`src/sv/pump_dry_run_detector_macros.svh`:
```
// Assertion helpers used by pump_dry_run_detector.sv to check its own logic.
`ifndef PUMP_DRY_RUN_DETECTOR_MACROS_SVH
`define PUMP_DRY_RUN_DETECTOR_MACROS_SVH

// The consequent must hold in the same cycle as the antecedent.
`define PDRD_ASSERT_NOW(label, clk, rst_n, ante, cons) \
  label: assert property (@(posedge clk) disable iff (!rst_n) (ante) |-> (cons)) \
    else $error("pdrd: same-cycle check failed");

// The consequent must hold in the cycle after the antecedent.
`define PDRD_ASSERT_NEXT(label, clk, rst_n, ante, cons) \
  label: assert property (@(posedge clk) disable iff (!rst_n) (ante) |=> (cons)) \
    else $error("pdrd: next-cycle check failed");

`endif

```
`src/sv/pdrd_pkg.sv`:
```
package pdrd_pkg;

  localparam int CHANNELS   = 2;
  localparam int CH_W       = 1;
  localparam int ADC_W      = 12;
  localparam int MV_W       = 12;
  localparam int MS_W       = 16;
  localparam int TIME_W     = 32;
  localparam int CFG_IDX_W  = 3;
  localparam int CFG_DATA_W = 16;
  localparam int PROD_W     = 24;  // adc code times full-scale millivolts
  localparam int LHS_W      = 22;  // |mv - zero| times 1000
  localparam int RHS_W      = 28;  // threshold mA times mV per A
  localparam int DIV_SH     = 12;

  localparam logic [MV_W-1:0]  ADC_FULL_MV = 12'd3300;
  localparam logic [ADC_W-1:0] ADC_DIVISOR = 12'd4095;
  localparam logic [9:0]       MA_PER_A    = 10'd1000;

  localparam logic [CFG_IDX_W-1:0] REG_ZERO_OFFSET = 3'd0;
  localparam logic [CFG_IDX_W-1:0] REG_MV_PER_AMP  = 3'd1;
  localparam logic [CFG_IDX_W-1:0] REG_DRY_THRESH  = 3'd2;
  localparam logic [CFG_IDX_W-1:0] REG_STARTUP     = 3'd3;
  localparam logic [CFG_IDX_W-1:0] REG_CONFIRM     = 3'd4;

  localparam logic [MV_W-1:0] RST_ZERO_OFFSET = 12'd1650;
  localparam logic [MV_W-1:0] RST_MV_PER_AMP  = 12'd185;
  localparam logic [MS_W-1:0] RST_DRY_THRESH  = 16'd100;
  localparam logic [MS_W-1:0] RST_STARTUP     = 16'd2000;
  localparam logic [MS_W-1:0] RST_CONFIRM     = 16'd3000;

  typedef struct packed {
    logic [CH_W-1:0]   ch;
    logic              on;
    logic [TIME_W-1:0] now;
  } pdrd_tag_t;

  typedef struct packed {
    pdrd_tag_t         tag;
    logic [LHS_W-1:0]  lhs;
  } pdrd_item_t;

endpackage

```
`src/sv/pdrd_in_if.sv`:
```
interface pdrd_in_if;
  import pdrd_pkg::*;

  logic                valid;
  logic                ready;
  logic [CH_W-1:0]     channel;
  logic                pump_on;
  logic [ADC_W-1:0]    adc_raw;
  logic [TIME_W-1:0]   now_ms;

  modport source (output valid, output channel, output pump_on, output adc_raw,
                  output now_ms, input ready);
  modport sink (input valid, input channel, input pump_on, input adc_raw,
                input now_ms, output ready);
endinterface

```
`src/sv/pdrd_out_if.sv`:
```
interface pdrd_out_if;
  import pdrd_pkg::*;

  logic            valid;
  logic            ready;
  logic [CH_W-1:0] out_channel;
  logic            dry_detected;
  logic            below_active;
  logic            in_blanking;

  modport source (output valid, output out_channel, output dry_detected,
                  output below_active, output in_blanking, input ready);
  modport sink (input valid, input out_channel, input dry_detected,
                input below_active, input in_blanking, output ready);
endinterface

```
`src/sv/pdrd_front.sv`:
```
// Current-sense pipeline: input register, millivolt product, millivolt
// conversion and offset distance, then the distance times 1000 (mA per A).
module pdrd_front (
  input  logic                            clk,
  input  logic                            rst_n,
  pdrd_in_if.sink                         in_smp,
  input  logic [pdrd_pkg::MV_W-1:0]       zero_offset_mv,
  output pdrd_pkg::pdrd_item_t            item,
  output logic                            item_valid,
  input  logic                            item_ready
);
  import pdrd_pkg::*;

  logic s1_v_r, s2_v_r, s3_v_r, s4_v_r;
  logic rdy1, rdy2, rdy3, rdy4;

  pdrd_tag_t          s1_tag_r, s2_tag_r, s3_tag_r, s4_tag_r;
  logic [ADC_W-1:0]   s1_raw_r;
  logic [PROD_W-1:0]  s2_prod_r;
  logic [MV_W-1:0]    s3_diff_r;
  logic [LHS_W-1:0]   s4_lhs_r;

  logic [PROD_W:0]    est_sum;
  logic [MV_W-1:0]    q0;
  logic [PROD_W-1:0]  q0_mul;
  logic [PROD_W-1:0]  rem;
  logic [MV_W-1:0]    mv;
  logic [MV_W-1:0]    diff;

  // A stage takes new data when it is empty or its successor moves on.
  assign rdy4 = !s4_v_r || item_ready;
  assign rdy3 = !s3_v_r || rdy4;
  assign rdy2 = !s2_v_r || rdy3;
  assign rdy1 = !s1_v_r || rdy2;
  assign in_smp.ready = rdy1;

  // floor(x / 4095): the estimate (x + x/4096) / 4096 is low by at most one,
  // so a single remainder check finishes the quotient.
  always_comb begin
    est_sum = {1'b0, s2_prod_r} + (PROD_W + 1)'(s2_prod_r >> DIV_SH);
    q0      = est_sum[DIV_SH +: MV_W];
    q0_mul  = {q0, {DIV_SH{1'b0}}} - PROD_W'(q0);
    rem     = s2_prod_r - q0_mul;
    mv      = (rem >= PROD_W'(ADC_DIVISOR)) ? q0 + MV_W'(1) : q0;
    diff    = (mv >= zero_offset_mv) ? mv - zero_offset_mv : zero_offset_mv - mv;
  end

  always_ff @(posedge clk) begin
    if (!rst_n) begin
      s1_v_r <= 1'b0;
      s2_v_r <= 1'b0;
      s3_v_r <= 1'b0;
      s4_v_r <= 1'b0;
    end else begin
      if (rdy1) s1_v_r <= in_smp.valid;
      if (rdy2) s2_v_r <= s1_v_r;
      if (rdy3) s3_v_r <= s2_v_r;
      if (rdy4) s4_v_r <= s3_v_r;
    end
  end

  always_ff @(posedge clk) begin
    if (rdy1) begin
      s1_tag_r <= '{ch: in_smp.channel, on: in_smp.pump_on, now: in_smp.now_ms};
      s1_raw_r <= in_smp.adc_raw;
    end
    if (rdy2) begin
      s2_tag_r  <= s1_tag_r;
      s2_prod_r <= PROD_W'(s1_raw_r) * PROD_W'(ADC_FULL_MV);
    end
    if (rdy3) begin
      s3_tag_r  <= s2_tag_r;
      s3_diff_r <= diff;
    end
    if (rdy4) begin
      s4_tag_r <= s3_tag_r;
      s4_lhs_r <= LHS_W'(s3_diff_r) * LHS_W'(MA_PER_A);
    end
  end

  assign item       = '{tag: s4_tag_r, lhs: s4_lhs_r};
  assign item_valid = s4_v_r;

endmodule

```
`src/sv/pump_dry_run_detector.sv`:
```
// Channel    Direction  Handshake            Payload
// in_smp     sink       valid/ready          channel, pump_on, adc_raw, now_ms
// out_res    source     valid/ready          out_channel, dry_detected,
//                                            below_active, in_blanking
// cfg        write      cfg_we               cfg_idx, cfg_wdata
//
// One transaction per cycle sustained while out_res is ready. The first of
// the four current-sense stages takes the transaction at input acceptance,
// and three more stages lead to the result register where the per-channel
// state is updated.
// rst_n is synchronous and active low; it restores the register defaults and
// clears every channel. A stalled output fills the pipeline bubbles first and
// then holds ready low on the input.
`include "pump_dry_run_detector_macros.svh"

module pump_dry_run_detector (
  input  logic                               clk,
  input  logic                               rst_n,
  input  logic                               cfg_we,
  input  logic [pdrd_pkg::CFG_IDX_W-1:0]     cfg_idx,
  input  logic [pdrd_pkg::CFG_DATA_W-1:0]    cfg_wdata,
  pdrd_in_if.sink                            in_smp,
  pdrd_out_if.source                         out_res
);
  import pdrd_pkg::*;

  logic [MV_W-1:0]  zero_offset_r, mv_per_amp_r;
  logic [MS_W-1:0]  dry_thresh_r, startup_r, confirm_r;
  logic [RHS_W-1:0] rhs_r;

  logic              running_r   [CHANNELS];
  logic              ltv_r       [CHANNELS];
  logic              dry_r       [CHANNELS];
  logic [TIME_W-1:0] on_since_r  [CHANNELS];
  logic [TIME_W-1:0] low_since_r [CHANNELS];

  logic              out_v_r, out_dry_r, out_below_r, out_blank_r;
  logic [CH_W-1:0]   out_ch_r;

  pdrd_item_t        item;
  logic              item_valid, item_ready, s4_fire;

  logic [CH_W-1:0]   c;
  logic              turn_on, running_nxt, ltv_nxt, dry_nxt, low_start, blank, is_low;
  logic [TIME_W-1:0] on_since_nxt, on_elapsed, low_elapsed;

  pdrd_front u_front (
    .clk            (clk),
    .rst_n          (rst_n),
    .in_smp         (in_smp),
    .zero_offset_mv (zero_offset_r),
    .item           (item),
    .item_valid     (item_valid),
    .item_ready     (item_ready)
  );

  always_ff @(posedge clk) begin
    if (!rst_n) begin
      zero_offset_r <= RST_ZERO_OFFSET;
      mv_per_amp_r  <= RST_MV_PER_AMP;
      dry_thresh_r  <= RST_DRY_THRESH;
      startup_r     <= RST_STARTUP;
      confirm_r     <= RST_CONFIRM;
    end else if (cfg_we) begin
      unique case (cfg_idx)
        REG_ZERO_OFFSET: zero_offset_r <= cfg_wdata[MV_W-1:0];
        REG_MV_PER_AMP:  mv_per_amp_r  <= cfg_wdata[MV_W-1:0];
        REG_DRY_THRESH:  dry_thresh_r  <= cfg_wdata;
        REG_STARTUP:     startup_r     <= cfg_wdata;
        REG_CONFIRM:     confirm_r     <= cfg_wdata;
        default: ;
      endcase
    end
  end

  // The threshold product depends only on configuration.
  always_ff @(posedge clk) begin
    rhs_r <= RHS_W'(dry_thresh_r) * RHS_W'(mv_per_amp_r);
  end

  assign item_ready = !out_v_r || out_res.ready;
  assign s4_fire    = item_valid && item_ready;

  always_comb begin
    c            = item.tag.ch;
    is_low       = {{(RHS_W - LHS_W){1'b0}}, item.lhs} < rhs_r;
    turn_on      = item.tag.on && !running_r[c];
    running_nxt  = item.tag.on;
    on_since_nxt = turn_on ? item.tag.now : on_since_r[c];
    ltv_nxt      = ltv_r[c];
    dry_nxt      = dry_r[c];
    // Any change of the pump command restarts the channel.
    if (item.tag.on != running_r[c]) begin
      ltv_nxt = 1'b0;
      dry_nxt = 1'b0;
    end
    on_elapsed  = item.tag.now - on_since_nxt;
    low_elapsed = item.tag.now - low_since_r[c];
    blank       = 1'b0;
    low_start   = 1'b0;
    if (running_nxt) begin
      priority if (on_elapsed < TIME_W'(startup_r)) begin
        blank = 1'b1;
      end else if (is_low) begin
        if (!ltv_nxt) begin
          ltv_nxt   = 1'b1;
          low_start = 1'b1;
        end else if (low_elapsed > TIME_W'(confirm_r)) begin
          dry_nxt = 1'b1;
        end
      end else begin
        ltv_nxt = 1'b0;
        dry_nxt = 1'b0;
      end
    end
  end

  always_ff @(posedge clk) begin
    if (!rst_n) begin
      out_v_r <= 1'b0;
      for (int i = 0; i < CHANNELS; i++) begin
        running_r[i] <= 1'b0;
        ltv_r[i]     <= 1'b0;
        dry_r[i]     <= 1'b0;
      end
    end else if (s4_fire) begin
      out_v_r      <= 1'b1;
      running_r[c] <= running_nxt;
      ltv_r[c]     <= ltv_nxt;
      dry_r[c]     <= dry_nxt;
    end else if (out_res.ready) begin
      out_v_r <= 1'b0;
    end
  end

  always_ff @(posedge clk) begin
    if (s4_fire) begin
      on_since_r[c] <= on_since_nxt;
      if (low_start) low_since_r[c] <= item.tag.now;
      out_ch_r    <= c;
      out_dry_r   <= dry_nxt;
      out_below_r <= ltv_nxt;
      out_blank_r <= blank;
    end
  end

  assign out_res.valid        = out_v_r;
  assign out_res.out_channel  = out_ch_r;
  assign out_res.dry_detected = out_dry_r;
  assign out_res.below_active = out_below_r;
  assign out_res.in_blanking  = out_blank_r;

  // A confirmed dry condition always sits on a running confirm timer.
  `PDRD_ASSERT_NOW(a_dry_needs_timer, clk, rst_n, out_v_r && out_dry_r, out_below_r)
  // A held result must not be replaced by a new transaction.
  `PDRD_ASSERT_NEXT(a_out_hold, clk, rst_n, out_v_r && !out_res.ready, out_v_r && $stable(out_ch_r))

  for (genvar g = 0; g < CHANNELS; g++) begin : g_chk
    // An idle channel carries no timer and no dry flag.
    `PDRD_ASSERT_NOW(a_idle_clear, clk, rst_n, !running_r[g], !ltv_r[g] && !dry_r[g])
  end

endmodule
```
`src/flat_wrapper.sv`:
```
// flat-port wrapper written by rule: the top's interface ports become plain ports
module pump_dry_run_detector_flat import pdrd_pkg::*;
  (clk, rst_n, cfg_we, cfg_idx, cfg_wdata, in_smp_valid, in_smp_channel, in_smp_pump_on, in_smp_adc_raw, in_smp_now_ms, in_smp_ready, out_res_valid, out_res_out_channel, out_res_dry_detected, out_res_below_active, out_res_in_blanking, out_res_ready);
  pdrd_in_if in_smp_i ();
  pdrd_out_if out_res_i ();
  input  logic clk;
  input  logic rst_n;
  input  logic cfg_we;
  input  logic [pdrd_pkg::CFG_IDX_W-1:0] cfg_idx;
  input  logic [pdrd_pkg::CFG_DATA_W-1:0] cfg_wdata;
  input wire logic [$bits(in_smp_i.valid)-1:0] in_smp_valid;
  input wire logic [$bits(in_smp_i.channel)-1:0] in_smp_channel;
  input wire logic [$bits(in_smp_i.pump_on)-1:0] in_smp_pump_on;
  input wire logic [$bits(in_smp_i.adc_raw)-1:0] in_smp_adc_raw;
  input wire logic [$bits(in_smp_i.now_ms)-1:0] in_smp_now_ms;
  output wire logic [$bits(in_smp_i.ready)-1:0] in_smp_ready;
  output wire logic [$bits(out_res_i.valid)-1:0] out_res_valid;
  output wire logic [$bits(out_res_i.out_channel)-1:0] out_res_out_channel;
  output wire logic [$bits(out_res_i.dry_detected)-1:0] out_res_dry_detected;
  output wire logic [$bits(out_res_i.below_active)-1:0] out_res_below_active;
  output wire logic [$bits(out_res_i.in_blanking)-1:0] out_res_in_blanking;
  input wire logic [$bits(out_res_i.ready)-1:0] out_res_ready;
  assign in_smp_i.valid = in_smp_valid;
  assign in_smp_i.channel = in_smp_channel;
  assign in_smp_i.pump_on = in_smp_pump_on;
  assign in_smp_i.adc_raw = in_smp_adc_raw;
  assign in_smp_i.now_ms = in_smp_now_ms;
  assign in_smp_ready = in_smp_i.ready;
  assign out_res_valid = out_res_i.valid;
  assign out_res_out_channel = out_res_i.out_channel;
  assign out_res_dry_detected = out_res_i.dry_detected;
  assign out_res_below_active = out_res_i.below_active;
  assign out_res_in_blanking = out_res_i.in_blanking;
  assign out_res_i.ready = out_res_ready;
  pump_dry_run_detector u_core (.clk(clk), .rst_n(rst_n), .cfg_we(cfg_we), .cfg_idx(cfg_idx), .cfg_wdata(cfg_wdata), .in_smp(in_smp_i), .out_res(out_res_i));
endmodule
```
`config.mk`:
```
export PLATFORM = sky130hd
export DESIGN_NAME = pump_dry_run_detector_flat
export DESIGN_NICKNAME = d
export VERILOG_FILES = /design/src/sv/pdrd_pkg.sv /design/src/sv/pdrd_in_if.sv /design/src/sv/pdrd_out_if.sv /design/src/sv/pdrd_front.sv /design/src/sv/pump_dry_run_detector.sv /design/src/flat_wrapper.sv
export VERILOG_INCLUDE_DIRS = /design/src /design/src/sv
export SDC_FILE = /design/constraint.sdc
export NUM_CORES = 1
export LEC_CHECK = 0
export ABC_CLOCK_PERIOD_IN_PS = 10480
export BUFFER_PORTS_ARGS = -buffer_cell sky130_fd_sc_hd__buf_2
export CORE_ASPECT_RATIO = 1.25
export CORE_MARGIN = 1
export CORE_UTILIZATION = 65
export CTS_BUF_LIST = sky130_fd_sc_hd__clkbuf_4 sky130_fd_sc_hd__clkbuf_8
export CTS_CLUSTER_DIAMETER = 120
export CTS_CLUSTER_SIZE = 16
export DETAILED_ROUTE_END_ITERATION = 10
export HOLD_SLACK_MARGIN = 0.08
export PLACE_DENSITY = 0.9
export SLEW_MARGIN = 20
export SYNTH_ARGS = -nofsm -noshare
export SYNTH_HDL_FRONTEND = slang
export SYNTH_HIERARCHICAL = 1
export SYNTH_SLANG_ARGS = --single-unit
export TNS_END_PERCENT = 10
```
`constraint.sdc`:
```
create_clock -name clk -period 10.48 [get_ports clk]
set_input_delay 0.524 -clock clk [delete_from_list [all_inputs] [get_ports clk]]
set_output_delay 0.524 -clock clk [all_outputs]
set_load 0.1 [all_outputs]
```
==> results of run 1 <==
[critical path: cells and delay by family, from the launching register on]
kind | cells | cell delay (ns)
and+or+nand+nor | 10 | 3.05
AOI/OAI and AO/OA | 13 | 2.64
adders and majority gates | 4 | 1.50
DFF | 1 | 0.51
xor gates and xnor gates | 3 | 0.45
muxes | 1 | 0.42
buffers and inverters | 2 | 0.29
[where the power goes]
group	leakage, nW	switching, mW	total (mW)	internal, mW
logic	11.4	4.54	8.16	3.62
registers	4.23	0.181	2.66	2.48
clock network	0.353	0.542	0.930	0.388
[synth_stat cells (8+ instances only)]
cell type  instances  area (sq um)
nor2_1           106           398
nor2b_1           26           163
o21a_1            55           413
dfxtp_1          111          2220
nand3_1           54           270
xnor2_1           99           867
fa_1             213          4260
a211oi_1          21           158
a21oi_1          163           816
nand2b_1          22           138
a21boi_0          52           390
nand2_1          408          1530
o31ai_1           10          75.1
o21bai_1          18           135
buf_2              9          45.0
and3_1            20           125
a311oi_1          13           114
buf_4              8          60.1
inv_1            425          1600
and2_1            83           519
ha_1             373          4670
a31oi_1           23           144
edfxtp_1         333         10000
xor2_1            24           210
clkbuf_1          86           323
o21ai_0           97           485
or3_1             11          68.8
nor4_1            10          62.6
mux2i_1           78           781
nor3_1            27           135
o211ai_1          28           210
a21o_1            62           465
or4_1              8          60.1
a311o_1            8          80.1
nand4_1           25           156
[registers in the layout (all words and copies together), names as in the netlist, 16 cells and up]
signal and cells:
u_core/confirm_r 16, u_core/u_front/item 34, u_core/low_since_r 64, u_core/u_front/s1_tag_r 34, u_core/u_front/s2_tag_r 34, u_core/on_since_r 64
u_core/u_front/s2_prod_r 22, u_core/dry_thresh_r 16, u_core/startup_r 16, u_core/u_front/s4_lhs_r 19, u_core/u_front/s3_tag_r 34, u_core/rhs_r 28
[metrics by stage]
| step | instance area, sq um | setup slack [ns] | power (mW) | std cells |
|---|---|---|---|---|
| floorplan | 33600 | 1.21 | 8.95 | 3266 |
| detailed placement | 34400 | 1.50 | 10.6 | 3898 |
| finish | 35500 | 1.35 | 11.7 | 4003 |
| global placement | 34400 | 1.63 | 10.2 | 3898 |
| CTS | 35500 | 1.44 | 11.7 | 4002 |
| global route | 35500 | 0.704 | 12.8 | 4003 |
[worst max path at each step]
stage                                       startpoint                      endpoint  slack [ns]  cells past startpoint
after global routing      u_core/u_front/s2_prod_r[21]  u_core/u_front/s3_diff_r[10]        0.70                     33
after CTS                 u_core/u_front/s2_prod_r[21]  u_core/u_front/s3_diff_r[10]        1.44                     33
after floorplan                u_core/u_front/item[55]      u_core/low_since_r[0][0]        1.21                     28
final                     u_core/u_front/s2_prod_r[21]  u_core/u_front/s3_diff_r[10]        1.35                     33
after global placement    u_core/u_front/s2_prod_r[21]  u_core/u_front/s3_diff_r[10]        1.63                     33
after detailed placement  u_core/u_front/s2_prod_r[21]  u_core/u_front/s3_diff_r[10]        1.50                     33
[final cells by class]
cell class | count | area, sq um
inverters | 425 | 1600
diodes | 1 | 2.50
well taps | 658 | 823
flip-flops and latches | 444 | 12200
clock inverters | 2 | 41.3
clock buffers | 55 | 607
multi-input cells | 2281 | 19300
repair buffers | 137 | 958
fillers | 3476 | 15200
[kinds of logic after synthesis]
logic type,Yosys count
AOI/OAI and AO/OA,633
muxes,87
buffers and inverters,541
DFF,444
and+or+nand+nor,848
xor gates and xnor gates,124
adders and majority gates,586
other,1
[layer usage]
metal  vias to the layer above  wire length (um)
met5                         -                14
met4                         2              3140
met3                       214              5220
met2                       953             38100
met1                     11765             29400
li1                      11367                 -
==> metrics.md, run 1 <==
| Metric | Value |
|---|---|
| Global route overflow | `0` |
| GR Util met3 | `4.27%` |
| RR Startpoint | `u_core/u_front/s2_prod_r[21]` |
| Setup TNS | `0 ns` |
| R2R setup slack | `1.35 ns` |
| Commonest non-fill, non-tap cell in the layout | `inv_1` |
| Synthesized instance count | `3264` |
| Pwr dens | `331 nW/um^2` |
| Setup bufs post-CTS | `0` |
| F_max | `110 MHz` |
| Min Hold Slack | `0.167 ns` |
| Antenna-violating nets left | `0` |
| Critical Path RT | `10.91 ns` |
| HP Class | `in -> reg` |
| Ys async rst share | `0%` |
| Clk slew on worst S/H paths | `0.11 ns` |
| Die footprint | `52600 sq um` |
| Clock root buffer | `clkbuf_8` |
| Max Slew Vio Count | `0` |
| Main synth FF type | `edfxtp_1` |
| Least-Margin Pin Slew | `1.04 ns` |
| Starting Density | `66.2%` |
| Post-synthesis xor/xnor area fraction | `3.26%` |
| Final setup violation count | `0` |
| Distinct cells, synth | `100` |
| Port bufs | `75` |
| Buffer levels on the longest clock path | `3` |
| CP max FO | `12` |
| Synth Register Bits | `444` |
| Synth-to-layout area growth | `5.80%` |
| Crit-path slowest cell | `or4_1` |
| Hold path startpoint | `cfg_wdata[13]` |
| Routed vias | `24301` |
| Fraction of the mapped netlist area in compound gates | `12.7%` |
| Cts hold-fix bufs | `47` |
| Mean Syn Cell Area | `10.3 sq um` |
| H-tree Lvls | `1` |
| Pin count of the biggest net entering global routing | `86` |
| Post-synthesis sequential area ratio | `36.4%` |
| Fin util | `70.0%` |
| WHS Endpoint | `u_core/confirm_r[13]` |
| Pleak | `16.0 nW` |
| Die height | `256 um` |
| Max rail drop VDD | `0.602 mV` |
| Final nets | `3976` |
| Initial antenna violation count | `2` |
| R2R depth | `33` |
| RSZ-0062 raised after global routing | `false` |
| Routability congestion estimate | `0.950` |
| Grt peak-use layer | `met2` |
| Highest-count cells in the layout ignoring fill and taps | `inv_1 (423), nand2_1 (406), ha_1 (372)` |
| Sink Count | `444` |
| Drt first pass iters | `6` |
| Post-DP HPWL | `57.7 mm` |
| First-iteration detailed-routing DRC count | `1974` |
| Mux cell area share after synthesis | `2.64%` |
| CP Launch Type | `register` |
| CP max stage delay | `0.53 ns` |
| Final period util | `87.1%` |
| All-Layer GR Usage | `29.1%` |
| Fin. Hold Viols | `0` |
| DRC | `0` |
| Post-synth EDFFs | `333` |
| Drt wl/cell | `18.9 um` |
| FP Rows | `92` |
| Routed vias/inst | `6.07` |
| Chip width | `205 um` |
| Reg2reg end | `u_core/u_front/s3_diff_r[10]` |
| Clk_lat worst skew | `0.70 ns` |
| Post-Synth Adder-Cell Area | `26.6%` |
| Status | `finished, final reports clean` |
| CP Class | `reg -> reg` |
| CTS tree | `built` |
| M1 GR Usage | `35.5%` |
| Worst setup EP type | `register` |
| Worst Path Arrival | `9.56 ns` |
| Num CTS Buffers | `31` |
| Layout cells sized above 1 | `6.13%` |
| GRT met2 Usage | `51.0%` |
| Synth Warn # | `6` |
| Combinational family with the most area after synthesis | `adder cells` |
| Max-Cap Viols | `0` |
| Mapped cell area | `33600 sq um` |
| Core Area | `50800 sq um` |
| Hold depth | `3` |
| Post-Synth Simple-Gate Area | `12.1%` |
| First-pass GRT wire length | `121 mm` |
| Final wirelength | `75.8 mm` |
| Slew Limit Headroom | `30.1%` |
| Ports | `76` |
| Vias in the first global route | `24482` |
| Final min period | `9.13 ns` |
| Clock Skews | `0.0457 ns` |
| Resized cells post-CTS | `0` |
Note: power is estimated with default switching activity, not from simulation.
==> inputs of run 2 (changes only) <==
==> constraint.sdc (replaced) <==
create_clock -name clk -period 10.48 [get_ports clk]
set_input_delay 2.096 -clock clk [delete_from_list [all_inputs] [get_ports clk]]
set_output_delay 2.096 -clock clk [all_outputs]
set_load 0.1 [all_outputs]
==> metrics.md, run 2 (synthesis results as in run 1) <==
| Metric | Value |
|---|---|
| HP Class | `reg -> reg` |
| Dpl ws | `1.50 ns` |
| Pin count of the biggest net entering global routing | `86` |
| Final setup violation count | `0` |
| CP max stage delay | `0.53 ns` |
| F_max | `109 MHz` |
| Chip width | `205 um` |
| Starting Density | `66.2%` |
| Worst setup EP type | `register` |
| Clock Skews | `0.0451 ns` |
| Final min period | `9.13 ns` |
| Setup bufs post-CTS | `0` |
| RR Startpoint | `u_core/u_front/s2_prod_r[21]` |
| Max rail drop VDD | `0.604 mV` |
| Fillers | `3556` |
| First-iteration detailed-routing DRC count | `1757` |
| Sequential cell area | `12200 sq um` |
| Reg2reg end | `u_core/u_front/s3_diff_r[10]` |
| Highest-count cells in the layout ignoring fill and taps | `inv_1 (423), nand2_1 (406), ha_1 (372)` |
| Fin. Hold Viols | `0` |
| Final nets | `3929` |
| CP max FO | `12` |
| Crit-path slowest cell | `or4_1` |
| Non-filler instance count after layout | `3958` |
| FP Rows | `92` |
| Num CTS Buffers | `31` |
| Hold path startpoint | `u_core/u_front/s3_tag_r[29]` |
| CP Class | `reg -> reg` |
| Commonest non-fill, non-tap cell in the layout | `inv_1` |
| Worst Slack Setup Final | `1.35 ns` |
| All-Layer GR Usage | `28.4%` |
| Layout cells sized above 1 | `6.22%` |
| R2R depth | `33` |
| Die footprint | `52600 sq um` |
| Core Area | `50800 sq um` |
| Max-Cap Viols | `0` |
| CP Launch Type | `register` |
| RSZ-0062 raised after global routing | `false` |
| Pwr dens | `334 nW/um^2` |
| R2R setup slack | `1.35 ns` |
| Multi-input logic area | `19300 sq um` |
| CTS tree | `built` |
| H-tree Lvls | `1` |
| Routed vias | `23990` |
| Hold depth | `0` |
| Placed insts | `3898` |
| Port bufs | `75` |
| Worst Path Arrival | `9.56 ns` |
| Antenna-violating nets left | `0` |
| Resized cells post-CTS | `0` |
| Routability congestion estimate | `0.950` |
| Initial antenna violation count | `4` |
| Clock root buffer | `clkbuf_8` |
| Least-Margin Pin Slew | `1.04 ns` |
| Die height | `256 um` |
| Sink Count | `444` |
| Slew Limit Headroom | `30.3%` |
| First-pass GRT wire length | `119 mm` |
| Ports | `76` |
| DRC | `0` |
| Regs by FF count | `u_core/low_since_r (64), u_core/on_since_r (64)` |
| Buffer levels on the longest clock path | `3` |
| Synth-to-layout area growth | `4.41%` |
| Cts hold-fix bufs | `0` |
| Top delay family on crit path | `simple AND/OR/NAND/NOR gates` |
| Critical path buffer and inverter count | `2` |
| Post-DP HPWL | `57.7 mm` |
| Pleak | `15.8 nW` |
| Status | `finished, final reports clean` |
| Routed vias/inst | `6.06` |
| WHS Endpoint | `u_core/u_front/item[51]` |
| Vias in the first global route | `24112` |
| Final wirelength | `74.0 mm` |
| Global route overflow | `0` |
| Critical Path RT | `10.91 ns` |
| Final Instance Area | `35100 sq um` |
| Clk_lat worst skew | `0.69 ns` |
| Clk slew on worst S/H paths | `0.11 ns` |
| Max Slew Vio Count | `0` |
| Drt first pass iters | `5` |
| Final period util | `87.2%` |
| Drt wl/cell | `18.7 um` |
| Min Hold Slack | `0.412 ns` |
| Post-DP Area | `34400 sq um` |
| Setup TNS | `0 ns` |
[run 2: how the worst max path moves through the flow]
stage                                    to  cells past startpoint  slack, ns                          from
6_report       u_core/u_front/s3_diff_r[10]                     33       1.35  u_core/u_front/s2_prod_r[21]
5_1_grt        u_core/u_front/s3_diff_r[10]                     33       0.71  u_core/u_front/s2_prod_r[21]
4_1_cts        u_core/u_front/s3_diff_r[10]                     33       1.44  u_core/u_front/s2_prod_r[21]
3_5_place_dp   u_core/u_front/s3_diff_r[10]                     33       1.50  u_core/u_front/s2_prod_r[21]
3_3_place_gp   u_core/u_front/s3_diff_r[10]                     33       1.63  u_core/u_front/s2_prod_r[21]
2_1_floorplan      u_core/low_since_r[0][0]                     28       1.21       u_core/u_front/item[55]
[run 2: layer usage]
layer / vias up / GRT usage [%] / part of all wire [%]
li1: 11274 / - / -
met1: 11599 / 35.0 / 39
met2: 900 / 49.7 / 50
met3: 215 / 4.28 / 7.3
met4: 2 / 11.2 / 4.0
met5: - / 0 / 0.015
[run 2: power by group]
group / switching (mW) / internal, mW
Clock: 0.535 / 0.388
Sequential: 0.181 / 2.48
Combinational: 4.52 / 3.60
[run 2: area by class of cell]
cell class | instances | share of cell area [%]
antenna | 3 | 0.0214
sequential | 444 | 34.9
clock inverter | 2 | 0.118
multi-input combinational | 2281 | 55.0
inverter | 425 | 4.55
tap | 658 | 2.35
timing repair buffer | 90 | 1.39
clock buffer | 55 | 1.73
[run 2: through the flow]
stage	util [%]	power, mW
global route	69.1	12.8
finish	69.1	11.7
floorplan	-	8.95
CTS	69.1	11.7
detailed placement	67.8	10.6
global placement	67.8	10.2
